<file path="config.mk">
export PLATFORM = sky130hd
export DESIGN_NAME = layered_led_color_effect_engine
export DESIGN_NICKNAME = d
export VERILOG_FILES = /design/src/rtl/llce_pkg.sv /design/src/rtl/layered_led_color_effect_engine.sv
export VERILOG_INCLUDE_DIRS = /design/src /design/src/rtl
export SDC_FILE = /design/constraint.sdc
export NUM_CORES = 2
export LEC_CHECK = 0
export ABC_CLOCK_PERIOD_IN_PS = 10000
export BUFFER_PORTS_ARGS = -buffer_cell sky130_fd_sc_hd__buf_2
export CAP_MARGIN = 20
export CORE_MARGIN = 2
export CORE_UTILIZATION = 30
export DETAILED_ROUTE_END_ITERATION = 6
export PLACE_DENSITY = 0.46
export RECOVER_POWER = 100
export SYNTH_ARGS = -nofsm -noshare
export SYNTH_HDL_FRONTEND = slang
export SYNTH_SLANG_ARGS = --single-unit
</file>
<file path="constraint.sdc">
create_clock -name clock -period 10 [get_ports clock]
set_clock_uncertainty 0.15 [all_clocks]
set_input_delay 0.5 -clock clock [delete_from_list [all_inputs] [get_ports clock]]
set_output_delay 0.5 -clock clock [all_outputs]
set_load 0.05 [all_outputs]
</file>
<file path="src/rtl/layered_led_color_effect_engine_assert.svh">
// Assertion macros shared by the LED effect engine RTL.
`ifndef LAYERED_LED_COLOR_EFFECT_ENGINE_ASSERT_SVH
`define LAYERED_LED_COLOR_EFFECT_ENGINE_ASSERT_SVH

// same-cycle implication
`define LLCE_ASSERT_IMPLIES(label, clk, rst, ante, cons, msg) \
   label: assert property (@(posedge clk) disable iff (rst) (ante) |-> (cons)) else $error(msg);

// next-cycle implication
`define LLCE_ASSERT_NEXT(label, clk, rst, ante, cons, msg) \
   label: assert property (@(posedge clk) disable iff (rst) (ante) |=> (cons)) else $error(msg);

// invariant
`define LLCE_ASSERT_ALWAYS(label, clk, rst, expr, msg) \
   label: assert property (@(posedge clk) disable iff (rst) (expr)) else $error(msg);

`endif

</file>
<file path="src/rtl/llce_pkg.sv">
// Types, codes and constants of the layered LED effect engine.
package llce_pkg;

   localparam int LED_COUNT_DEF   = 16;
   localparam int LAYER_COUNT_DEF = 2;

   localparam logic FUNC_WRITE = 1'b0;
   localparam logic FUNC_TICK  = 1'b1;

   localparam logic [2:0] MODE_BLACK = 3'd0;
   localparam logic [2:0] MODE_FIXED = 3'd1;
   localparam logic [2:0] MODE_HUE   = 3'd2;
   localparam logic [2:0] MODE_RAMP  = 3'd3;
   localparam logic [2:0] MODE_PULSE = 3'd4;

   localparam logic [9:0] MAXV      = 10'd1023;
   localparam logic [9:0] HUE_MAX   = 10'd239;
   localparam logic [3:0] RAMP_LAST = 4'd12;

   // hue arithmetic runs on 11-bit signed values
   localparam logic signed [10:0] HUE_SPAN    = 11'sd240;
   localparam logic signed [10:0] HUE_SECTOR  = 11'sd40;
   localparam logic [5:0]         SECTOR_W6   = 6'd40;
   // 2^21 / 40 rounded up, exact for x*1023 with x in 0..40
   localparam logic [32:0]        RECIP_SECTOR = 33'd52429;

   typedef struct packed {
      logic [2:0]        mode;
      logic [9:0]        a;
      logic [9:0]        b;
      logic [9:0]        c;
      logic [9:0]        d;
      logic signed [8:0] step;
   } slot_type;

   typedef struct packed {
      logic [9:0] r;
      logic [9:0] g;
      logic [9:0] b;
   } rgb_type;

   typedef enum logic [3:0] {
      ST_CLEAR,
      ST_IDLE,
      ST_READ,
      ST_EVAL,
      ST_HUE_WRAP,
      ST_HUE_SECTOR,
      ST_HUE_UP,
      ST_HUE_DOWN,
      ST_HUE_SET,
      ST_EMIT
   } state_type;

   typedef struct packed {
      logic                      we;
      logic                      rd_en;
   } mem_ctl_type;

endpackage

</file>
<file path="src/rtl/layered_led_color_effect_engine.sv">
// Layered LED color effect engine: slot table, effect sequencer and result port.
//
//  channel | direction | handshake             | payload
//  --------+-----------+-----------------------+--------------------------------------
//  req     | in        | req_valid / req_stall | func, led/layer index, mode, params
//  rsp     | out       | rsp_valid / rsp_stall | out_led, red, green, blue, last
//  csr     | in        | csr_wr_en             | csr_wr_data (enable)
//
// A slot write transaction is taken in the idle state, and so is a disabled tick.
// An enabled tick runs every LED and layer slot through one sequencer: each slot is read
// from the table and evaluated, a hue rotate slot then goes through wrap, sector steps, two
// multiplier passes and write-back, and each LED ends in the emit state.
// After reset a clearing pass zeroes all 2^(LED_W+LAY_W) = 32 table entries; csr writes land.
// req_stall is high whenever the sequencer is not idle; rsp_stall holds it in the emit state.
`include "layered_led_color_effect_engine_assert.svh"

module layered_led_color_effect_engine
   import llce_pkg::*;
#(
   parameter int LED_COUNT   = LED_COUNT_DEF,
   parameter int LAYER_COUNT = LAYER_COUNT_DEF
) (
   input  logic              clock,
   input  logic              reset,
   // request channel
   input  logic              req_valid,
   output logic              req_stall,
   input  logic              req_func,
   input  logic [3:0]        req_led_index,
   input  logic              req_layer_index,
   input  logic [2:0]        req_effect_mode,
   input  logic [9:0]        req_param_a,
   input  logic [9:0]        req_param_b,
   input  logic [9:0]        req_param_c,
   input  logic [9:0]        req_param_d,
   input  logic signed [8:0] req_hue_step,
   // response channel
   output logic              rsp_valid,
   input  logic              rsp_stall,
   output logic [3:0]        rsp_out_led,
   output logic [9:0]        rsp_red,
   output logic [9:0]        rsp_green,
   output logic [9:0]        rsp_blue,
   output logic              rsp_last,
   // configuration
   input  logic              csr_wr_en,
   input  logic              csr_wr_data
);

   localparam int LED_W  = (LED_COUNT > 1) ? $clog2(LED_COUNT) : 1;
   localparam int LAY_W  = (LAYER_COUNT > 1) ? $clog2(LAYER_COUNT) : 1;
   localparam int ADDR_W = LED_W + LAY_W;
   localparam int DEPTH  = 2 ** ADDR_W;

   // ------------------------------------------------------------------
   // registers
   // ------------------------------------------------------------------
   state_type          state_ff, state_in;
   logic [ADDR_W-1:0]  clr_ff, clr_in;
   logic               enable_ff, enable_in;
   rgb_type            run_ff, run_in;
   logic [LED_W-1:0]   led_ff, led_in;
   logic [LAY_W-1:0]   lay_ff, lay_in;
   logic signed [10:0] acc_ff, acc_in;     // hue sum, then sector remainder
   logic [7:0]         hue_ff, hue_in;
   logic [2:0]         sec_ff, sec_in;
   logic [9:0]         up_ff, up_in;
   logic [9:0]         dn_ff, dn_in;
   slot_type           slot_ff;            // registered table read

   slot_type           slot_mem [DEPTH];

   // ------------------------------------------------------------------
   // request decode and write normalization
   // ------------------------------------------------------------------
   logic              req_take;
   logic              req_in_range;
   logic [7:0]        req_led_ext;
   logic [3:0]        req_lay_ext;
   logic [ADDR_W-1:0] req_addr;
   slot_type          wr_slot;

   assign req_take     = req_valid && !req_stall;
   assign req_led_ext  = {4'b0, req_led_index};
   assign req_lay_ext  = {3'b0, req_layer_index};
   assign req_in_range = (req_led_ext < 8'(LED_COUNT)) && (req_lay_ext < 4'(LAYER_COUNT));
   assign req_addr     = {req_lay_ext[LAY_W-1:0], req_led_ext[LED_W-1:0]};

   always_comb begin
      wr_slot.mode = req_effect_mode;
      wr_slot.a    = req_param_a;
      wr_slot.b    = req_param_b;
      wr_slot.c    = req_param_c;
      wr_slot.d    = req_param_d;
      wr_slot.step = req_hue_step;
      case (req_effect_mode)
         MODE_HUE: begin
            if (req_param_a > HUE_MAX) wr_slot.a = HUE_MAX;
         end
         MODE_RAMP: begin
            wr_slot.b = {6'b0, req_param_b[3:0]};
         end
         MODE_PULSE: begin
            wr_slot.b = {2'b0, req_param_b[7:0]};
            wr_slot.c = {2'b0, req_param_c[7:0]};
            wr_slot.d = {2'b0, req_param_d[7:0]};
         end
         default: begin
         end
      endcase
   end

   // ------------------------------------------------------------------
   // slot evaluation (everything but hue rotate is evaluated combinationally)
   // ------------------------------------------------------------------
   logic              last_layer;
   logic              last_led;
   logic              skip_slot;
   logic              is_hue;
   logic [ADDR_W-1:0] slot_addr;
   logic              eval_set;
   rgb_type           eval_rgb;
   slot_type          eval_slot;
   logic              eval_wb;
   logic [9:0]        lv;
   logic [3:0]        ph;
   logic [4:0]        ph_next;
   logic [9:0]        pb;

   assign last_layer = (lay_ff == LAY_W'(LAYER_COUNT - 1));
   assign last_led   = (led_ff == LED_W'(LED_COUNT - 1));
   assign skip_slot  = (lay_ff != '0) && (slot_ff.mode == MODE_BLACK);
   assign is_hue     = !skip_slot && (slot_ff.mode == MODE_HUE);
   assign slot_addr  = {lay_ff, led_ff};

   always_comb begin
      eval_set  = 1'b0;
      eval_rgb  = '0;
      eval_slot = slot_ff;
      eval_wb   = 1'b0;
      lv        = slot_ff.a;
      ph        = slot_ff.b[3:0];
      ph_next   = '0;
      pb        = slot_ff.b;
      case (slot_ff.mode)
         MODE_FIXED: begin
            eval_set = 1'b1;
            eval_rgb = '{r: slot_ff.a, g: slot_ff.b, b: slot_ff.c};
         end
         MODE_HUE: begin
            // handled by the hue sub-sequence
         end
         MODE_RAMP: begin
            eval_set = 1'b1;
            case (ph)
               4'd0:    eval_rgb = '{r: 10'd0,      g: lv,         b: 10'd0};
               4'd1:    eval_rgb = '{r: 10'd0,      g: MAXV,       b: 10'd0};
               4'd2:    eval_rgb = '{r: lv,         g: MAXV,       b: 10'd0};
               4'd3:    eval_rgb = '{r: MAXV,       g: MAXV,       b: 10'd0};
               4'd4:    eval_rgb = '{r: MAXV,       g: MAXV - lv,  b: 10'd0};
               4'd5:    eval_rgb = '{r: MAXV,       g: 10'd0,      b: 10'd0};
               4'd6:    eval_rgb = '{r: MAXV,       g: 10'd0,      b: lv};
               4'd7:    eval_rgb = '{r: MAXV,       g: 10'd0,      b: MAXV};
               4'd8:    eval_rgb = '{r: MAXV - lv,  g: 10'd0,      b: MAXV};
               4'd9:    eval_rgb = '{r: 10'd0,      g: 10'd0,      b: MAXV};
               4'd10:   eval_rgb = '{r: 10'd0,      g: lv,         b: MAXV};
               4'd11:   eval_rgb = '{r: 10'd0,      g: MAXV,       b: MAXV};
               4'd12:   eval_rgb = '{r: 10'd0,      g: MAXV,       b: MAXV - lv};
               default: eval_rgb = '0;
            endcase
            eval_wb = 1'b1;
            if (lv == MAXV) begin
               ph_next = {1'b0, ph} + 5'd1;
               if (ph_next > {1'b0, RAMP_LAST}) ph_next = 5'd1;
               eval_slot.a = 10'd0;
               eval_slot.b = {5'b0, ph_next};
            end else begin
               eval_slot.a = lv + 10'd1;
               eval_slot.b = {6'b0, ph};
            end
         end
         MODE_PULSE: begin
            eval_wb = 1'b1;
            if (slot_ff.a == 10'd0) begin
               if (pb > 10'd1) pb = 10'd0;
               if (pb == 10'd0) begin
                  eval_set = 1'b1;
                  eval_rgb = '{r: MAXV, g: 10'd0, b: 10'd0};
               end
            end
            if (slot_ff.c[7:0] == 8'd0) begin
               eval_slot.c = {2'b0, slot_ff.d[7:0] - 8'd1};
               eval_slot.b = {2'b0, pb[7:0] + 8'd1};
            end else begin
               eval_slot.c = {2'b0, slot_ff.c[7:0] - 8'd1};
               eval_slot.b = pb;
            end
         end
         default: begin
            eval_set = 1'b1;
            eval_rgb = '0;
         end
      endcase
   end

   // ------------------------------------------------------------------
   // shared hue adder and fraction multiplier
   // ------------------------------------------------------------------
   logic signed [10:0] alu_a, alu_b, alu_sum;
   logic [5:0]         mul_x;
   logic [15:0]        mul_n;
   logic [32:0]        mul_prod;
   logic [9:0]         mul_q;
   rgb_type            hue_rgb;

   always_comb begin
      alu_a = acc_ff;
      alu_b = '0;
      case (state_ff)
         ST_EVAL: begin
            alu_a = $signed({1'b0, slot_ff.a});
            alu_b = {{2{slot_ff.step[8]}}, slot_ff.step};
         end
         ST_HUE_WRAP: begin
            if (acc_ff < 11'sd0)          alu_b = HUE_SPAN;
            else if (acc_ff >= HUE_SPAN)  alu_b = -HUE_SPAN;
            else                          alu_b = '0;
         end
         ST_HUE_SECTOR: begin
            alu_b = -HUE_SECTOR;
         end
         default: begin
         end
      endcase
   end

   assign alu_sum = alu_a + alu_b;

   // x * 1023 / 40 by reciprocal multiplication
   assign mul_x    = (state_ff == ST_HUE_DOWN) ? (SECTOR_W6 - acc_ff[5:0]) : acc_ff[5:0];
   assign mul_n    = {mul_x, 10'b0} - {10'b0, mul_x};
   assign mul_prod = {17'b0, mul_n} * RECIP_SECTOR;
   assign mul_q    = mul_prod[30:21];

   always_comb begin
      case (sec_ff)
         3'd0:    hue_rgb = '{r: MAXV,  g: up_ff, b: 10'd0};
         3'd1:    hue_rgb = '{r: dn_ff, g: MAXV,  b: 10'd0};
         3'd2:    hue_rgb = '{r: 10'd0, g: MAXV,  b: up_ff};
         3'd3:    hue_rgb = '{r: 10'd0, g: dn_ff, b: MAXV};
         3'd4:    hue_rgb = '{r: up_ff, g: 10'd0, b: MAXV};
         default: hue_rgb = '{r: MAXV,  g: 10'd0, b: dn_ff};
      endcase
   end

   // ------------------------------------------------------------------
   // sequencer: next state
   // ------------------------------------------------------------------
   always_comb begin
      state_in = state_ff;
      case (state_ff)
         ST_CLEAR: begin
            if (clr_ff == ADDR_W'(DEPTH - 1)) state_in = ST_IDLE;
         end
         ST_IDLE: begin
            if (req_valid && req_func == FUNC_TICK && enable_ff) state_in = ST_READ;
         end
         ST_READ: begin
            state_in = ST_EVAL;
         end
         ST_EVAL: begin
            if (is_hue)          state_in = ST_HUE_WRAP;
            else if (last_layer) state_in = ST_EMIT;
            else                 state_in = ST_READ;
         end
         ST_HUE_WRAP: begin
            state_in = ST_HUE_SECTOR;
         end
         ST_HUE_SECTOR: begin
            if (acc_ff < HUE_SECTOR) state_in = ST_HUE_UP;
         end
         ST_HUE_UP: begin
            state_in = ST_HUE_DOWN;
         end
         ST_HUE_DOWN: begin
            state_in = ST_HUE_SET;
         end
         ST_HUE_SET: begin
            state_in = last_layer ? ST_EMIT : ST_READ;
         end
         ST_EMIT: begin
            if (!rsp_stall) state_in = last_led ? ST_IDLE : ST_READ;
         end
         default: begin
            state_in = ST_IDLE;
         end
      endcase
   end

   // ------------------------------------------------------------------
   // sequencer: outputs and table port
   // ------------------------------------------------------------------
   mem_ctl_type       mem_ctl;
   logic [ADDR_W-1:0] mem_wa;
   slot_type          mem_wd;

   always_comb begin
      req_stall     = 1'b1;
      rsp_valid     = 1'b0;
      mem_ctl.we    = 1'b0;
      mem_ctl.rd_en = 1'b0;
      mem_wa        = slot_addr;
      mem_wd        = eval_slot;
      case (state_ff)
         ST_CLEAR: begin
            mem_ctl.we = 1'b1;
            mem_wa     = clr_ff;
            mem_wd     = '0;
         end
         ST_IDLE: begin
            req_stall  = 1'b0;
            mem_ctl.we = req_valid && (req_func == FUNC_WRITE) && req_in_range;
            mem_wa     = req_addr;
            mem_wd     = wr_slot;
         end
         ST_READ: begin
            mem_ctl.rd_en = 1'b1;
         end
         ST_EVAL: begin
            mem_ctl.we = !skip_slot && eval_wb;
         end
         ST_HUE_SET: begin
            mem_ctl.we = 1'b1;
            mem_wd     = slot_ff;
            mem_wd.a   = {2'b0, hue_ff};
         end
         ST_EMIT: begin
            rsp_valid = 1'b1;
         end
         default: begin
         end
      endcase
   end

   // ------------------------------------------------------------------
   // datapath next values
   // ------------------------------------------------------------------
   always_comb begin
      clr_in    = clr_ff;
      enable_in = csr_wr_en ? csr_wr_data : enable_ff;
      run_in    = run_ff;
      led_in    = led_ff;
      lay_in    = lay_ff;
      acc_in    = acc_ff;
      hue_in    = hue_ff;
      sec_in    = sec_ff;
      up_in     = up_ff;
      dn_in     = dn_ff;
      case (state_ff)
         ST_CLEAR: begin
            clr_in = clr_ff + ADDR_W'(1);
         end
         ST_IDLE: begin
            if (req_take && req_func == FUNC_TICK) begin
               led_in = '0;
               lay_in = '0;
            end
         end
         ST_EVAL: begin
            if (!skip_slot && eval_set) run_in = eval_rgb;
            if (is_hue) acc_in = alu_sum;
            else if (!last_layer) lay_in = lay_ff + LAY_W'(1);
         end
         ST_HUE_WRAP: begin
            acc_in = alu_sum;
            hue_in = alu_sum[7:0];
            sec_in = '0;
         end
         ST_HUE_SECTOR: begin
            if (acc_ff >= HUE_SECTOR) begin
               acc_in = alu_sum;
               sec_in = sec_ff + 3'd1;
            end
         end
         ST_HUE_UP: begin
            up_in = mul_q;
         end
         ST_HUE_DOWN: begin
            dn_in = mul_q;
         end
         ST_HUE_SET: begin
            run_in = hue_rgb;
            if (!last_layer) lay_in = lay_ff + LAY_W'(1);
         end
         ST_EMIT: begin
            if (!rsp_stall && !last_led) begin
               led_in = led_ff + LED_W'(1);
               lay_in = '0;
            end
         end
         default: begin
         end
      endcase
   end

   always_ff @(posedge clock) begin
      if (reset) begin
         state_ff  <= ST_CLEAR;
         clr_ff    <= '0;
         enable_ff <= 1'b1;
         run_ff    <= '0;
         led_ff    <= '0;
         lay_ff    <= '0;
      end else begin
         state_ff  <= state_in;
         clr_ff    <= clr_in;
         enable_ff <= enable_in;
         run_ff    <= run_in;
         led_ff    <= led_in;
         lay_ff    <= lay_in;
      end
   end

   always_ff @(posedge clock) begin
      acc_ff <= acc_in;
      hue_ff <= hue_in;
      sec_ff <= sec_in;
      up_ff  <= up_in;
      dn_ff  <= dn_in;
   end

   // slot table, one write and one registered read port
   always_ff @(posedge clock) begin
      if (mem_ctl.we) slot_mem[mem_wa] <= mem_wd;
      if (mem_ctl.rd_en) slot_ff <= slot_mem[slot_addr];
   end

   // ------------------------------------------------------------------
   // response port
   // ------------------------------------------------------------------
   logic [7:0] led_ext;

   assign led_ext     = 8'(led_ff);
   assign rsp_out_led = led_ext[3:0];
   assign rsp_red     = run_ff.r;
   assign rsp_green   = run_ff.g;
   assign rsp_blue    = run_ff.b;
   assign rsp_last    = last_led;

   // ------------------------------------------------------------------
   // assertions
   // ------------------------------------------------------------------
   `LLCE_ASSERT_IMPLIES(a_no_rsp_while_ready, clock, reset,
                        !req_stall, !rsp_valid, "response pending while request side ready")
   `LLCE_ASSERT_NEXT(a_idle_after_last, clock, reset,
                     rsp_valid && !rsp_stall && rsp_last, !req_stall,
                     "sequencer not idle after final LED transaction")
   `LLCE_ASSERT_ALWAYS(a_sector_range, clock, reset,
                       sec_ff <= 3'd5 || state_ff != ST_HUE_SET, "hue sector out of range")
   `LLCE_ASSERT_IMPLIES(a_hue_wrapped, clock, reset, state_ff == ST_HUE_SECTOR,
                        !acc_ff[10] && hue_ff < 8'd240, "hue not wrapped into range")

endmodule

</file>
==> impl_metrics.ini <==
[die]
die_h_um = 500
core_area_um2 = 245000
rows = 182
io_pins = 101
die_area_um2 = 250000
start_util = 0.301
dieWidth_um = 500

[placement]
placed_cells = 7057
hpwl_mm = 128
globalplace.congestion = 0.803
io_buffers = 98
pre_cts_ws_ns = 1.12

[synth]
synth.most_common_cell = edfxtp_1
synthFlopType = edfxtp_1
syn_inst = 3814
synth_cell_types = 76
ys_ff_latch = 1737
synth_top_cell_area_share = 0.688
syn_nets = 4112
synthTopCellsByCount = edfxtp_1 (1692), mux4_2 (500), inv_1 (191)
yosysWarningCount = 0
ys_seq_area_frac = 0.700
syn_area_um2 = 73900
async_flop_share = 0
synthTopCellsByArea = edfxtp_1 (69%), mux4_2 (15%), ha_1 (2.6%)
synth_edf_count = 1692
avgSynthCellArea_um2 = 19.4
synth_area_leader_cell = edfxtp_1

[timing]
timing.final.ws_setup_ns = 0.646
finalHoldViolCount = 5
rsz0062_at_grt = false
setup_viol = 0
setup_tns_ns = 0
slew_headroom = -1.72
fmax_mhz = 107
fin_crit_ns = 9.35
finalMaxSlewViolations = 1707
tightest_slew_ns = 4.08
fin_crit_sh = 0.935
holdWs_ns = -0.0588

[clock_tree]
cts_hold_buf = 4
postCtsSetupBuffers = 0
cts_buffers = 189
clock_path_buffers = 3
cts_tree = built
path_clk_slew_ns = 0.06
insertion_delay_ns = 0.85
cts_root_buf = clkbuf_16
h-tree-depth = 4
cts_resized = 0
cts_sinks = 1737

[global_routing]
use_met1 = 0.237
antenna_found_initial = 7
grt_use_met2 = 0.298
grt_util_met3 = 0.0258
grt_pass1_vias = 39365
grt_start_max_net_pins = 115
grt_overflow_total = 0
grtUsageTotal = 0.176
grt_pass1_wl_mm = 311
top_usage_layer = met2

[run_status]
run_status = finished, violations left
violations = hold timing, capacitance limit, slew limit

[layout]
final_cells = 7429
nets = 4348
drive_above_1_share = 0.228
synthToLayoutAreaGrowth_pct = 14.4
fill_cells = 23135

[drt]
via_per_inst = 5.15
dr.first_iter.drc_count = 3765
drt_wl_total_mm = 222
drtPass1Iterations = 5
ant_nets = 0
wl_per_cell_um = 29.9
vias = 38268
drc = 0

[power_and_ir_drop]
p_leak_nw = 27.0
power_density_nw_per_um2 = 180
vdd_drop_max_mv = 0.146

[job]
max_cap_viol_count = 66

[critical_path]
crit_path_start_kind = register
worstPathRequired_ns = 10.30
cp.arrival_ns = 9.66
endpoint_kind = register
crit_fanout = 25
critical_path_class = reg2reg

[min_path]
hp-class = in2reg
[power breakdown]
part           switching [W]  leakage [nW]  internal, W  total, W
logic               0.000160          7.89    0.0000854  0.000246
registers          0.0000160          16.2      0.00796   0.00798
clock network        0.00292          2.99      0.00406   0.00698
total                0.00310          27.0       0.0121    0.0152
[layout by cell type (no fill, tap or decap), types with 33 or more instances in the layout]
cell type	n
o21ai_0	85
xnor2_1	33
mux2_2	45
clkbuf_1	160
nor3_1	45
mux4_2	500
fa_1	80
nor2_1	161
ha_1	154
buf_2	68
dfxtp_1	43
buf_4	37
a21oi_1	81
edfxtp_1	1692
nand2_1	116
clkbuf_16	195
clkinv_1	40
inv_1	192
[registers in the layout (all words and copies together) (netlist names), 5 cells and up]
name and flops:
acc_ff 11, clr_ff 5, dn_ff 10, eval_slot 20, hue_ff 8, lv 10
rsp_blue 10, rsp_green 10, rsp_red 10, slot_ff 16, slot_mem 1600, up_ff 10
[per-stage QoR]
stage                     power, W  instance area [um2]  utilization
final                       0.0152                84600        0.344
after global routing        0.0157                84600        0.344
after CTS                   0.0154                85100        0.347
after detailed placement   0.00839                78900        0.321
after global placement     0.00839                78800        0.321
after floorplan            0.00825                73900            -
[final timing paths]
check                                 from                         end  slack [ns]  cells past startpoint
setup / recovery  state_ff[3]$_SDFFE_PP0P_  slot_mem[30][12]$_DFFE_PP_        0.65                      9
hold / removal              req_param_c[9]  slot_mem[18][28]$_DFFE_PP_       -0.06                      2
setup reg to reg  state_ff[3]$_SDFFE_PP0P_  slot_mem[30][12]$_DFFE_PP_        0.65                      9
hold reg to reg    rsp_red[4]$_SDFFE_PP0P_     rsp_red[4]$_SDFFE_PP0P_        0.35                      1
[kinds of logic after synthesis]
logic type | synth area share
AO/OA/AOI/OAI | 0.0341
XOR/XNOR | 0.00710
adder cells (fa/ha/maj) | 0.0478
buffers and inverters | 0.0209
flip-flops | 0.700
multiplexers | 0.163
AND/OR/NAND/NOR | 0.0276
[layout make-up]
type	instances	area, um2	area share
clock buffers	243	5060	0.0598
repair buffers	243	1230	0.0146
well taps	3220	4030	0.0476
inverters	193	724	0.00857
diodes	3	7.51	0.0000888
clock inverters	104	1090	0.0129
multi-input cells	1686	20700	0.245
flip-flops and latches	1737	51700	0.612
[routing by layer]
layer  wire [um]  vias up
met1       94900    20834
met5          47        -
met3       11300      307
li1            -    16009
met2      110000     1112
met4        5950        6
[critical path: stages, from the launching register on]
cell	delay (ns)
dfxtp_1	0.32
clkbuf_1	1.04
inv_1	0.67
nand2_2	0.17
clkbuf_1	1.72
a21oi_1	0.71
or3_1	0.64
nor2_1	0.86
clkbuf_1	1.90
buf_4	0.76
(Power assumes the default switching activity.)
